===== config.mk =====
export PLATFORM = sky130hd
export DESIGN_NAME = vpr_viewport
export DESIGN_NICKNAME = d
export VERILOG_FILES = /design/src/rtl/vpr_pkg.sv /design/src/rtl/vpr_viewport.sv
export SDC_FILE = /design/constraint.sdc
export NUM_CORES = 1
export LEC_CHECK = 0
export CORE_MARGIN = 4
export CORE_UTILIZATION = 25
export CTS_BUF_LIST = sky130_fd_sc_hd__clkbuf_4
export DETAILED_ROUTE_END_ITERATION = 7
export DONT_BUFFER_PORTS = 1
export RECOVER_POWER = 25
export SLEW_MARGIN = 20
export SYNTH_ARGS = -nofsm -noshare
export SYNTH_HDL_FRONTEND = slang
export SYNTH_SLANG_ARGS = --single-unit

===== constraint.sdc =====
create_clock -name clk -period 6.4 [get_ports clk]
set_input_delay 0.96 -clock clk [delete_from_list [all_inputs] [get_ports clk]]
set_output_delay 0.96 -clock clk [all_outputs]
set_load 0.05 [all_outputs]

===== src/rtl/vpr_pkg.sv =====
// package for the vertex projection pipeline: widths, register codes, helpers
// no dependencies
package vpr_pkg;
  localparam int CoordW = 32;
  localparam int NumRegs = 8;
  localparam int RegW = 64;
  localparam int RegIdxW = 3;
  localparam int PixW = 9;
  localparam int DefImageWidth = 512;
  localparam int DefImageHeight = 512;
  localparam int OneQ16 = 65536;

  typedef enum logic [RegIdxW-1:0] {
    REG_R0C01, REG_R0C23, REG_R1C01, REG_R1C23,
    REG_R2C01, REG_R2C23, REG_R3C01, REG_R3C23
  } reg_idx_t;

  typedef struct packed {
    logic signed [63:0] x;
    logic signed [63:0] y;
    logic signed [63:0] z;
    logic signed [63:0] w;
    logic last;
  } hvec_t;

  typedef struct packed {
    logic signed [31:0] px;
    logic signed [31:0] py;
    logic signed [31:0] pz;
    logic wz;
    logic last;
  } proj_t;

  function automatic logic signed [31:0] sat32(input logic signed [63:0] v);
    logic signed [31:0] r;
    if (v > 64'sd2147483647) r = 32'sh7fffffff;
    else if (v < -64'sd2147483648) r = 32'sh80000000;
    else r = v[31:0];
    return r;
  endfunction
endpackage


===== src/rtl/vpr_viewport.sv =====
// clip test and raster mapping, two stages
// depends on vpr_pkg
module vpr_viewport import vpr_pkg::*; #(
  parameter int IMAGE_WIDTH = DefImageWidth,
  parameter int IMAGE_HEIGHT = DefImageHeight
) (
  input  logic clk,
  input  logic rst,
  input  logic en,
  input  logic in_valid,
  input  proj_t in,
  output logic out_valid,
  output proj_t out,
  output logic [PixW-1:0] pix_x,
  output logic [PixW-1:0] pix_y,
  output logic vis
);
  logic v1, vis1;
  proj_t p1;
  logic signed [63:0] t1, u1;

  always_ff @(posedge clk) begin
    if (rst) begin
      v1 <= 1'b0;
      out_valid <= 1'b0;
    end else if (en) begin
      v1 <= in_valid;
      out_valid <= v1;
    end
  end

  always_ff @(posedge clk) begin
    if (en) begin
      logic signed [63:0] hx, lim;
      hx = 64'(in.px) * 64'(IMAGE_HEIGHT);
      lim = 64'(IMAGE_WIDTH) * 64'(OneQ16);
      vis1 <= !in.wz && hx <= lim && hx >= -lim &&
              in.py <= 32'sd65536 && in.py >= -32'sd65536;
      t1 <= (64'(in.px) + 64'sd65536) * 64'(IMAGE_WIDTH);
      u1 <= (64'sd65536 - 64'(in.py)) * 64'(IMAGE_HEIGHT);
      p1 <= in;
    end
  end

  always_ff @(posedge clk) begin
    if (en) begin
      logic signed [63:0] cx, cy;
      cx = (t1 <= 0) ? 64'sd0 : (t1 >>> 17);
      if (cx > 64'(IMAGE_WIDTH - 1)) cx = 64'(IMAGE_WIDTH - 1);
      cy = (u1 <= 0) ? 64'sd0 : (u1 >>> 17);
      if (cy > 64'(IMAGE_HEIGHT - 1)) cy = 64'(IMAGE_HEIGHT - 1);
      pix_x <= vis1 ? cx[PixW-1:0] : '0;
      pix_y <= vis1 ? cy[PixW-1:0] : '0;
      vis <= vis1;
      out <= p1;
    end
  end
endmodule


Word-level counts from Yosys, hierarchy flattened
Index checks and enable logic that the tools add are counted.
{"block": "word_totals", "reg_bits": 328, "latchBits": 0, "ramBits": 0, "mem_bits_ro": 0, "in_bits": 102, "wordCells": 37, "memories": 0}
{"block": "classes", "addsub": 2, "multipliers": 0, "div_mod_pow": 0, "order_cmp": 8, "eq_ne": 0, "shifts": 0, "muxes": 4, "n_bitwise": 0, "reduce_logical": 5}
{"cell": "64-bit by 10-bit greater-than comparator with 1-bit output (second input constant)", "count": 2}
{"cell": "64-bit by 1-bit less-or-equal comparator with 1-bit output (second input constant)", "count": 2}
{"cell": "64-bit two-way mux", "count": 2}
{"cell": "41-bit by 26-bit greater-or-equal comparator with 1-bit output (second input constant)", "count": 1}
{"cell": "41-bit by 27-bit less-or-equal comparator with 1-bit output (second input constant)", "count": 1}
{"cell": "32-bit by 18-bit adder with 33-bit output (second input constant)", "count": 1}
{"cell": "18-bit by 32-bit subtractor with 33-bit output (first input constant)", "count": 1}
{"cell": "32-bit by 17-bit greater-or-equal comparator with 1-bit output (second input constant)", "count": 1}
{"cell": "32-bit by 18-bit less-or-equal comparator with 1-bit output (second input constant)", "count": 1}
{"cell": "9-bit two-way mux", "count": 2}
{"cell": "1-bit logical AND", "count": 4}
{"cell": "1-bit zero test", "count": 1}

Depth between registers and ports, before layout
Gate-level depths: netlist (run 1).
{"block": "logic_depth", "depth_word": 5, "depth_mapped": 7, "mapped_depth_nobuf": 7}

Least setup slack after synthesis (run 1)
OpenSTA, ideal clock, no wires.
{"block": "synth_timing", "path_type": "input to register", "from": "input port in[38] (netlist bit)", "to": "register u1[36], data pin", "setup_time_ns": 0.259, "t_arrival_ns": 2.457, "required_time_ns": 6.141, "path_slack_ns": 3.684, "cell_stages": 5, "path_buffers": 0, "cell_sequence": "or4_1 or4_4 o21ai_4 nor4b_4 xnor2_1"}
{"block": "synth_via", "elab_chain_len": 1}
{"item": "start: declaration", "line": "vpr_viewport.sv:11", "source": "input proj_t in,"}
{"item": "18-bit by 32-bit subtractor with 33-bit output", "line": "vpr_viewport.sv:40", "source": "u1 <= (64'sd65536 - 64'(in.py)) * 64'(IMAGE_HEIGHT);"}
{"item": "end signal: assignment", "line": "vpr_viewport.sv:40"}
{"item": "end: declaration", "line": "vpr_viewport.sv:20", "source": "logic signed [63:0] t1, u1;"}
No other way between the ends.
A chain may end at the register's enable or synchronous reset.

Final worst setup path (run 1)
{"block": "layout_timing", "from": "register t1[33]", "to": "register pix_x[7], data pin"}
{"block": "layout_via", "elab_chain_len": 4}
{"item": "start: declaration", "line": "vpr_viewport.sv:20"}
{"item": "start signal: assignment", "line": "vpr_viewport.sv:39", "source": "t1 <= (64'(in.px) + 64'sd65536) * 64'(IMAGE_WIDTH);"}
{"item": "64-bit by 1-bit less-or-equal comparator with 1-bit output", "line": "vpr_viewport.sv:48", "source": "cx = (t1 <= 0) ? 64'sd0 : (t1 >>> 17);"}
{"item": "64-bit two-way mux (*)", "line": "vpr_viewport.sv:48"}
{"item": "64-bit by 10-bit greater-than comparator with 1-bit output", "line": "vpr_viewport.sv:49", "source": "if (cx > 64'(IMAGE_WIDTH - 1)) cx = 64'(IMAGE_WIDTH - 1);"}
{"item": "9-bit two-way mux (*)", "line": "vpr_viewport.sv:49"}
{"item": "end signal: assignment", "line": "vpr_viewport.sv:52", "source": "pix_x <= vis1 ? cx[PixW-1:0] : '0;"}
{"item": "end: declaration", "line": "vpr_viewport.sv:14", "source": "output logic [PixW-1:0] pix_x,"}
Mark *: on every way between the ends. The rest lies on a longest branch, timed or not.

==> results of run 1 <==
==> synth_stat cells (all sizes together) <==
| cell | count | area (um^2) |
|---|---|---|
| o21ai | 1 | 16.27 |
| o2111ai | 1 | 8.760 |
| ha | 4 | 50.05 |
| o311ai | 2 | 32.53 |
| and2 | 1 | 6.260 |
| and4 | 1 | 8.760 |
| nor4b | 2 | 32.53 |
| nor3b | 3 | 27.52 |
| edfxtp | 265 | 7958 |
| a21o | 1 | 7.510 |
| nand4 | 12 | 75.07 |
| xnor2 | 29 | 254.0 |
| mux2i | 2 | 20.02 |
| o41a | 1 | 11.26 |
| nor2 | 56 | 210.2 |
| o21a | 1 | 7.510 |
| nor2b | 1 | 6.260 |
| a21oi | 1 | 5.000 |
| or2 | 1 | 6.260 |
| nand4b | 1 | 8.760 |
| xor2 | 13 | 113.9 |
| or4 | 5 | 41.29 |
| nand3b | 1 | 7.510 |
| nand2 | 13 | 48.80 |
| nand3 | 8 | 40.04 |
| or3b | 1 | 8.760 |
| inv | 7 | 26.28 |
| a211oi | 1 | 7.510 |
| dfxtp | 2 | 40.04 |
| nor4 | 29 | 193.9 |
| and3 | 1 | 6.260 |
| nor3 | 8 | 40.04 |
| a2bb2oi | 1 | 8.760 |
| clkbuf | 1 | 3.750 |
| nand2b | 2 | 12.51 |
==> per-stage QoR <==
stage                     worst slack (ns)  utilization [%]
after global placement               3.283            27.00
after CTS                            3.840            29.64
after floorplan                      3.684                -
after global routing                 3.707            29.65
final                                3.897            29.65
after detailed placement             3.263            27.00
==> cell families (layout without fill, tap and decap cells) <==
logic type	count (synthesis)	count (layout)	synth area share (%)
AND/OR/NAND/NOR	146	146	8.349
multiplexers	2	2	0.2141
buffers and inverters	8	142	0.3211
AO/OA/AOI/OAI	10	10	1.124
adder cells (fa/ha/maj)	4	4	0.5352
flip-flops	267	267	85.52
XOR/XNOR	42	42	3.934
other	0	1	0
==> power groups by stage <==
stage	registers [mW]	logic, mW	clock network [mW]
floorplan	2.32	0.0334	0
detailed placement	2.34	0.0414	0
CTS	2.31	0.0415	1.65
global placement	2.34	0.0399	0
global route	2.32	0.0467	1.77
finish	2.31	0.0406	1.56
==> worst reg2reg max path: stages (launching register included) <==
cell and delay [ns]:
edfxtp_1 0.38, nor4_1 0.40, nand4_1 0.53, o311ai_2 0.79, nor2_1 0.12
==> cell usage in the layout, fill, tap and decap left out, types with 2 or more instances in the layout <==
cell type and instances:
nor3b_1 2, xnor2_1 29, dfxtp_1 2, nand3_1 8
clkinv_1 19, nor4_2 2, inv_2 2, o311ai_2 2
nor3_1 8, nand2b_1 2, or4_1 4, clkinv_2 4
inv_1 7, nor2_1 56, nor4_1 27, xor2_1 13
nand2_1 13, mux2i_1 2, clkbuf_4 107, ha_1 4
edfxtp_1 265, nand4_1 12, bufinv_16 2
==> state kept, by name, indices dropped and copies added (netlist names), 9 cells and up <==
signal,count
p1,98
u1,32
pix_x,9
pix_y,9
t1,17
out,98
==> area by class of cell <==
cell class                      instances  area [um^2]
Antenna cell                            1        2.502
Clock buffer                          107        803.3
Fill cell                            3607        25880
Multi-Input combinational cell        204         1324
Clock inverter                         28        166.4
Tap cell                              468        585.6
Inverter                                7        26.28
Sequential cell                       267         7998
==> final timing paths <==
| kind | startpoint | end | slack, ns |
|---|---|---|---|
| min | rst | out_valid | 0.34 |
| min reg2reg | p1[5] | out[5] | 0.40 |
| max | t1[33] | pix_x[7] | 3.90 |
| max reg2reg | t1[33] | pix_x[7] | 3.90 |
==> per-layer routing <==
| layer | routed length (um) | vias to the layer above | track usage, % |
|---|---|---|---|
| li1 | - | 2082 | - |
| met1 | 7801 | 2212 | 10.74 |
| met2 | 10030 | 211 | 16.35 |
| met3 | 2205 | 53 | 6.189 |
| met4 | 663 | 0 | 4.614 |
| met5 | 0 | - | 0 |
==> run summary, run 1 <==
Top-Level Pins: 220
Hold-fix buffers at CTS: 0
Total Nets Final: 664
Final hold vios: 0
Final setup skew: 0.02749 ns
Critical path's top delay family: simple AND/OR/NAND/NOR gates
Area inside the core boundary: 36,790 um^2
TritonCTS clock tree: done
First-pass iteration count of the detailed router: 4
Post-Place Cells: 946
Post-synthesis register bit count: 267
Net switching power: 954.3 uW
Placement row count: 70
Net count of the mapped netlist: 585
Seq/Total Area, Yosys: 85.52%
Combinational fraction of design power: 1.0%
Initial core utilization: 25.42%
Worst hold margin: 0.3425 ns
Max Clk Rate: 399.6 MHz
Leakage: 3.579 nW
Overall via count from detail_route: 4,558
Final antenna-violating net count: 0
Unique masters post-synth: 39
Level count of the clock H-tree: 3
Unrepaired setup endpoints after global routing: false
Number of stages on the worst setup path: 4
CTS clk-pin slew, worst paths: 0.07 ns
Delay of the slowest cell on the worst path: 0.79 ns
Total routing usage reported by global routing: 10.19%
Max-cap viol count: 0
Fraction of final layout cells sized beyond drive strength 1: 20.39%
YS warnings: 0
Sequence of cells on the critical path: nor4_1 > nand4_1 > o311ai_2 > nor2_1
Arr. time, crit path: 2.91 ns
Critical Setup Path Class: flip-flop to flip-flop
Average wire per cell in the routed design: 19.13 um
Area of the die: 40,560 um^2
Post-synthesis cell area: 9351 um^2
Kind of path behind the tightest hold check: input port to flip-flop
GRT overflow: 0
Max-slew headroom at the worst pin: 55.03%
Critical Path Sink Type: flip-flop
GPL Wtd Cong: 0.7435
Clock tree root driver cell: clkbuf_4
Setup TNS: 0 ns
Worst skew pair latency: 0.70 ns
Post-layout instance area: 10,910 um^2
Height of the die: 201.4 um
First-pass GRT wire length: 30,660 um
Power share of the clock group: 40.0%
Number of non-filler instances in the completed layout: 1,082
Fraction of the cycle the final worst path needs: 39.10%
Number of clock sinks: 267
Die Span X: 201.4 um
Area Growth Syn to Fin: 16.62%
Internal Dissipation: 2.957 mW
Final HPWL DP: 13,810 um
Vias in the first global route: 4,841
Switching Share: 24.40%
Gate Count Post-Synth: 479
Combined buffer and inverter count along the critical path: 0
Slew at the pin closest to its max-slew limit: 0.6735 ns
Cell with the largest stage delay on the worst path: o311ai_2
Final total power: 3.912 mW
Count of cells resized by post-cts repair: 0
Hold path cells: 1
Average vias per placed instance: 4.213
Final-report setup violation count: 0
DRC Markers: 0
R2r worst-path depth: 4
Initial antenna violation count: 1
IR drop worst, VDD: 0.1230 mV
Result of the run: complete, no violations
Placed Instance Area: 9933 um^2
Number of buffers inserted by post-CTS setup repair: 0
Final number of max-transition violations: 0
CTS Buf Count: 78
Type of element launching the critical path: flip-flop
Sequential power share: 59.0%
Number of buffer cells added on primary ports: 0
Routed Wire Length: 20,700 um
Longest Clk Path Bufs: 3
Maximum number of pins on one net before global-route repair: 268
1st-iter DRT viols: 214
Biggest fanout along the worst timing path: 10
Critical Path RT: 6.81 ns
Minimum clock period: 2.503 ns
Per-instance average area after synthesis: 19.52 um^2
Cell Pwr Density: 358.7 nW/um^2
Note: power is estimated with default switching activity, not from simulation.
==> inputs of run 2 (changes only) <==
==> constraint.sdc (replaced) <==
create_clock -name clk -period 2.2 [get_ports clk]
set_input_delay 0.33 -clock clk [delete_from_list [all_inputs] [get_ports clk]]
set_output_delay 0.33 -clock clk [all_outputs]
set_load 0.05 [all_outputs]
==> run summary, run 2 (synthesized netlist as in run 1, its figures left out) <==
Final hold vios: 117 (+117)
Type of element launching the critical path: input port
IR drop worst, VDD: 0.4049 mV (+230%)
Max Clk Rate: 492.2 MHz
Worst hold margin: -0.2027 ns (-0.5452 ns)
Die Span X: 201.4 um (unchanged)
Fraction of the cycle the final worst path needs: 92.36%
Critical Path Sink Type: flip-flop
Number of buffer cells added on primary ports: 0 (unchanged)
GPL Wtd Cong: 0.7698 (+3.5%)
Maximum number of pins on one net before global-route repair: 268 (unchanged)
Number of stages on the worst setup path: 9 (+5)
Final HPWL DP: 13,730 um (-0.57%)
Delay of the slowest cell on the worst path: 0.62 ns (-0.17 ns)
Area Growth Syn to Fin: 27.63%
Height of the die: 201.4 um (unchanged)
Placement row count: 70 (unchanged)
Final setup skew: 0.03859 ns (+0.01110 ns)
Critical Setup Path Class: input port to flip-flop
Biggest fanout along the worst timing path: 4 (-6)
Final antenna-violating net count: 0 (unchanged)
Final worst setup slack: 0.1681 ns (-3.729 ns)
Critical path's top delay family: buffers and inverters
Leading cell type in the layout, fill and taps excluded: edfxtp_1
Critical Path RT: 2.73 ns (-4.08 ns)
Hold-fix buffers at CTS: 103 (+103)
Routed Wire Length: 22,640 um (+9.4%)
Level count of the clock H-tree: 3 (unchanged)
Most frequent cells in the layout: edfxtp_1, dlygate4sd3_1, clkbuf_4
First-pass GRT wire length: 33,670 um (+9.8%)
Area of the die: 40,560 um^2 (unchanged)
Area of combinational cells with multiple inputs: 1330 um^2 (+0.47%)
Total routing usage reported by global routing: 11.05% (+0.86 points)
Max-slew headroom at the worst pin: 52.14% (-2.9 points)
Registers with the most flip-flops: out: 98 flops, p1: 98 flops, u1: 32 flops
Launching instance or port of the critical path: in[83]
Unrepaired setup endpoints after global routing: false
Clock tree root driver cell: clkbuf_4
Number of inserted filler cells in the final layout: 3,532 (-2.1%)
Kind of path behind the tightest hold check: input port to flip-flop
Top-Level Pins: 220 (unchanged)
Pre-CTS worst setup slack: -0.1041 ns (-3.367 ns)
Final-report setup violation count: 0 (unchanged)
Worst reg2reg startpoint: t1[33]
TritonCTS clock tree: done
Slew at the pin closest to its max-slew limit: 0.7178 ns (+0.04430 ns)
R2R setup slack: 0.24 ns (-3.66 ns)
FF+latch area: 7998 um^2 (unchanged)
Initial core utilization: 25.42% (unchanged)
Final number of max-transition violations: 0 (unchanged)
Cell Pwr Density: 937.2 nW/um^2 (+160%)
Vias in the first global route: 5,293 (+9.3%)
Average wire per cell in the routed design: 18.96 um (-0.88%)
Arr. time, crit path: 2.56 ns (-0.35 ns)
Cell with the largest stage delay on the worst path: dlygate4sd3_1
GRT overflow: 0 (unchanged)
CTS Buf Count: 76 (-2.6%)
Longest Clk Path Bufs: 3 (unchanged)
Initial antenna violation count: 5 (+4)
Sequence of cells on the critical path: dlygate4sd3_1 > inv_1 > ha_1 > nor4b_1 > nand4_1 > nor4_2 > buf_4 > o2111ai_1 > a2bb2oi_1
Minimum clock period: 2.032 ns
Destination of the critical timing path: vis1
DRC Markers: 0 (unchanged)
R2r worst-path depth: 5 (+1)
Violations in the final reports: hold timing
Overall via count from detail_route: 5,070 (+11%)
1st-iter DRT viols: 247 (+15%)
Total Nets Final: 779 (+17%)
Setup TNS: 0 ns (unchanged)
Number of clock sinks: 267 (unchanged)
Result of the run: finished with violations
Combined buffer and inverter count along the critical path: 3 (+3)
Area inside the core boundary: 36,790 um^2 (unchanged)
Max-cap viol count: 0 (unchanged)
Fraction of final layout cells sized beyond drive strength 1: 17.96% (-2.4 points)
CTS clk-pin slew, worst paths: 0.06 ns (about the same)
Worst skew pair latency: 0.70 ns (about the same)
Average vias per placed instance: 4.246 (+0.80%)
First-pass iteration count of the detailed router: 4 (unchanged)
Leakage: 4.017 nW (+12%)
Worst R2R End: pix_x[2]
==> run 2: how the worst min path moves through the flow <==
stage | start | to | slack [ns] | depth (start not counted)
after detailed placement | p1[43] | out[43] | 0.40 | 0
after floorplan | p1[0] | out[0] | 0.40 | 0
after global placement | p1[33] | out[33] | 0.40 | 0
after global routing | en | p1[35] | -0.32 | 0
after CTS | en | p1[35] | -0.35 | 0
final | en | out[35] | -0.20 | 0
==> run 2: what timing repair did <==
item | CTS | global route
hold endpoints to repair | 415 | 265
buffers inserted | 0 | 0
setup endpoints to repair | 0 | 1
resized for setup | 0 | 1
==> run 2: per-stage QoR <==
| stage | util, % | cell area, um^2 | std cells | total power, mW | hold slack [ns] |
|---|---|---|---|---|---|
| after detailed placement | 27.29 | 10040 | 960 | 6.950 | 0.4045 |
| after global placement | 27.29 | 10040 | 960 | 6.938 | 0.4006 |
| after CTS | 32.42 | 11920 | 1192 | 11.43 | -0.3503 |
| after global routing | 32.45 | 11940 | 1194 | 11.78 | -0.3231 |
| after floorplan | - | 9351 | 479 | 6.836 | 0.4003 |
| final | 32.45 | 11940 | 1194 | 11.19 | -0.2027 |
==> run 2: report_power, final <==
group          internal, mW  total, mW  switching (mW)
Clock                  2.05       4.13            2.08
Combinational         0.190      0.344           0.155
Sequential             6.06       6.71           0.657
Total                  8.30       11.2            2.89
==> run 2: area by class of cell <==
cell class	instances	share of cell area, %
sequential	267	67.01
multi-input combinational	204	11.14
timing repair buffer	117	9.519
clock buffer	96	6.038
tap	468	4.906
clock inverter	33	1.122
inverter	7	0.2201
antenna	2	0.04193
==> run 2: routing by layer <==
layer	vias up	track usage [%]	wire length, um	part of all wire, %
met1	2468	12.67	8860	39
met4	4	4.639	691	3.1
met5	-	0	21	0.093
met2	224	17.74	10990	49
met3	61	5.318	2080	9.2
li1	2313	-	-	-
==> inputs of run 3 (changes only) <==
--- a/config.mk
+++ b/config.mk
@@ -6,10 +6,11 @@
 export NUM_CORES = 1
 export LEC_CHECK = 0
 export CORE_MARGIN = 4
-export CORE_UTILIZATION = 25
+export CORE_UTILIZATION = 50
 export CTS_BUF_LIST = sky130_fd_sc_hd__clkbuf_4
 export DETAILED_ROUTE_END_ITERATION = 7
 export DONT_BUFFER_PORTS = 1
+export PLACE_DENSITY = 0.68
 export RECOVER_POWER = 25
 export SLEW_MARGIN = 20
 export SYNTH_ARGS = -nofsm -noshare
==> run summary, run 3 (synthesized netlist as in run 1, its figures left out) <==
Final HPWL DP: 11,140 um (-19%)
Routed Wire Length: 18,530 um (-18%)
Result of the run: finished with violations
Most frequent cells in the layout: edfxtp_1, dlygate4sd3_1, clkbuf_4
GRT overflow: 0 (unchanged)
Number of non-filler instances in the completed layout: 930 (-22%)
Number of buffer cells added on primary ports: 0 (unchanged)
Setup TNS: 0 ns (unchanged)
Fraction of final layout cells sized beyond drive strength 1: 17.45% (-0.50 points)
Leading cell type in the layout, fill and taps excluded: edfxtp_1
Delay of the slowest cell on the worst path: 0.58 ns (-0.04 ns)
First-pass GRT wire length: 27,700 um (-18%)
Sequence of cells on the critical path: dlygate4sd3_1 > inv_1 > ha_1 > nor4b_1 > nand4_1 > nor4_1 > o2111ai_1 > a2bb2oi_1
Max-slew headroom at the worst pin: 23.85% (-28 points)
Overall via count from detail_route: 4,959 (-2.2%)
Combined buffer and inverter count along the critical path: 2 (-1)
Clock tree root driver cell: clkbuf_4
Fraction of the cycle the final worst path needs: 88.79% (-3.6 points)
Longest Clk Path Bufs: 3 (unchanged)
Registers with the most flip-flops: out: 98 flops, p1: 98 flops, u1: 32 flops
Placement row count: 49 (-30%)
Cell with the largest stage delay on the worst path: dlygate4sd3_1
Post-Place Cells: 718 (-25%)
Minimum clock period: 1.953 ns (-0.07841 ns)
Post-layout instance area: 11,520 um^2 (-3.5%)
Level count of the clock H-tree: 3 (unchanged)
Final setup skew: 0.04415 ns (+0.005560 ns)
Average vias per placed instance: 5.332 (+26%)
Slew at the pin closest to its max-slew limit: 1.142 ns (+0.4245 ns)
Count of cells resized by post-cts repair: 0 (unchanged)
Area Growth Syn to Fin: 23.15%
Area inside the core boundary: 18,210 um^2 (-51%)
Vias in the first global route: 5,230 (-1.2%)
TritonCTS clock tree: done
Height of the die: 144.8 um (-28%)
Critical Setup Path Class: input port to flip-flop
Biggest fanout along the worst timing path: 3 (-1)
Critical path's top delay family: simple AND/OR/NAND/NOR gates
Final number of max-transition violations: 0 (unchanged)
Top-Level Pins: 220 (unchanged)
Final hold vios: 16 (-86%)
Critical Path Sink Type: flip-flop
Final antenna-violating net count: 0 (unchanged)
Violations in the final reports: hold timing
Placed Instance Area: 9717 um^2 (-3.2%)
Worst hold margin: -0.1691 ns (+0.03358 ns)
Average wire per cell in the routed design: 19.92 um (+5.1%)
Arr. time, crit path: 2.42 ns (-0.14 ns)
Total Nets Final: 766 (-1.7%)
IR drop worst, VDD: 0.5076 mV (+25%)
Die Span X: 144.8 um (-28%)
Initial antenna violation count: 1 (-4)
Kind of path behind the tightest hold check: input port to flip-flop
Max Clk Rate: 511.9 MHz (+4.0%)
Initial core utilization: 51.36% (+26 points)
Worst skew pair latency: 0.63 ns (-0.07 ns)
Unrepaired setup endpoints after global routing: false
Critical Path RT: 2.67 ns (-0.06 ns)
Final core utilization: 63.24% (+31 points)
1st-iter DRT viols: 328 (+33%)
First-pass iteration count of the detailed router: 5 (+1)
Leakage: 3.957 nW (-1.5%)
Type of element launching the critical path: input port
Number of buffers inserted by post-CTS setup repair: 0 (unchanged)
Total routing usage reported by global routing: 17.48% (+6.4 points)
Hold-fix buffers at CTS: 102 (-0.97%)
Area of the die: 20,960 um^2 (-48%)
Cell Pwr Density: 935.4 nW/um^2 (-0.19%)
CTS Buf Count: 67 (-12%)
GPL Wtd Cong: 0.8780 (+14%)
Number of clock sinks: 267 (unchanged)
Max-cap viol count: 0 (unchanged)
DRC Markers: 0 (unchanged)
Final-report setup violation count: 0 (unchanged)
CTS clk-pin slew, worst paths: 0.06 ns (about the same)
Maximum number of pins on one net before global-route repair: 268 (unchanged)
## run 3: cell types whose count changed in the layout (fill, tap and decap cells not counted), moves of 2 or more
cell,before,now
clkinv_2,5,3
inv_2,4,2
clkinv_1,23,6
buf_4,14,11
## run 3: routing by layer
metal	GRT usage (%)	vias to the layer above	routed length, um
li1	-	2281	-
met1	19.21	2386	6748
met2	30.36	256	9700
met3	6.474	36	1638
met4	7.658	0	443
met5	0	-	0
## run 3: layout make-up
type	instances	area (um^2)
Inverter	7	26.28
Multi-Input combinational cell	204	1324
Fill cell	1292	6693
Antenna cell	2	5.005
Tap cell	229	286.5
Timing Repair Buffer	113	1104
Clock buffer	97	728.2
Sequential cell	267	7998
Clock inverter	11	45.04
## run 3: report_power, final
part / total, mW / switching (mW) / internal (mW)
sequential: 6.70 / 0.642 / 6.06
clock: 3.75 / 1.75 / 2.01
combinational: 0.319 / 0.131 / 0.188
## run 3: metrics by stage
stage / worst slack, ns / power (mW)
after floorplan: 0.1140 / 6.836
after global placement: 0.01396 / 6.911
after detailed placement: -0.02683 / 6.925
after CTS: 0.2518 / 10.90
after global routing: 0.1706 / 11.27
final: 0.2466 / 10.77
## run 3: worst register-to-register path: cells and delay by family (launching register included)
kind / cells / cell delay, ns
flops: 1 / 0.37
buf+inv: 1 / 0.21
compound gates: 1 / 0.30
simple gates: 3 / 0.70
## run 3: final timing paths
check,start,end,slack (ns),cells after the start
min reg2reg,p1[3],out[3],0.40,0
max reg2reg,t1[26],pix_x[2],0.39,5
max,in[83],vis1,0.25,8
min,en,p1[60],-0.17,0
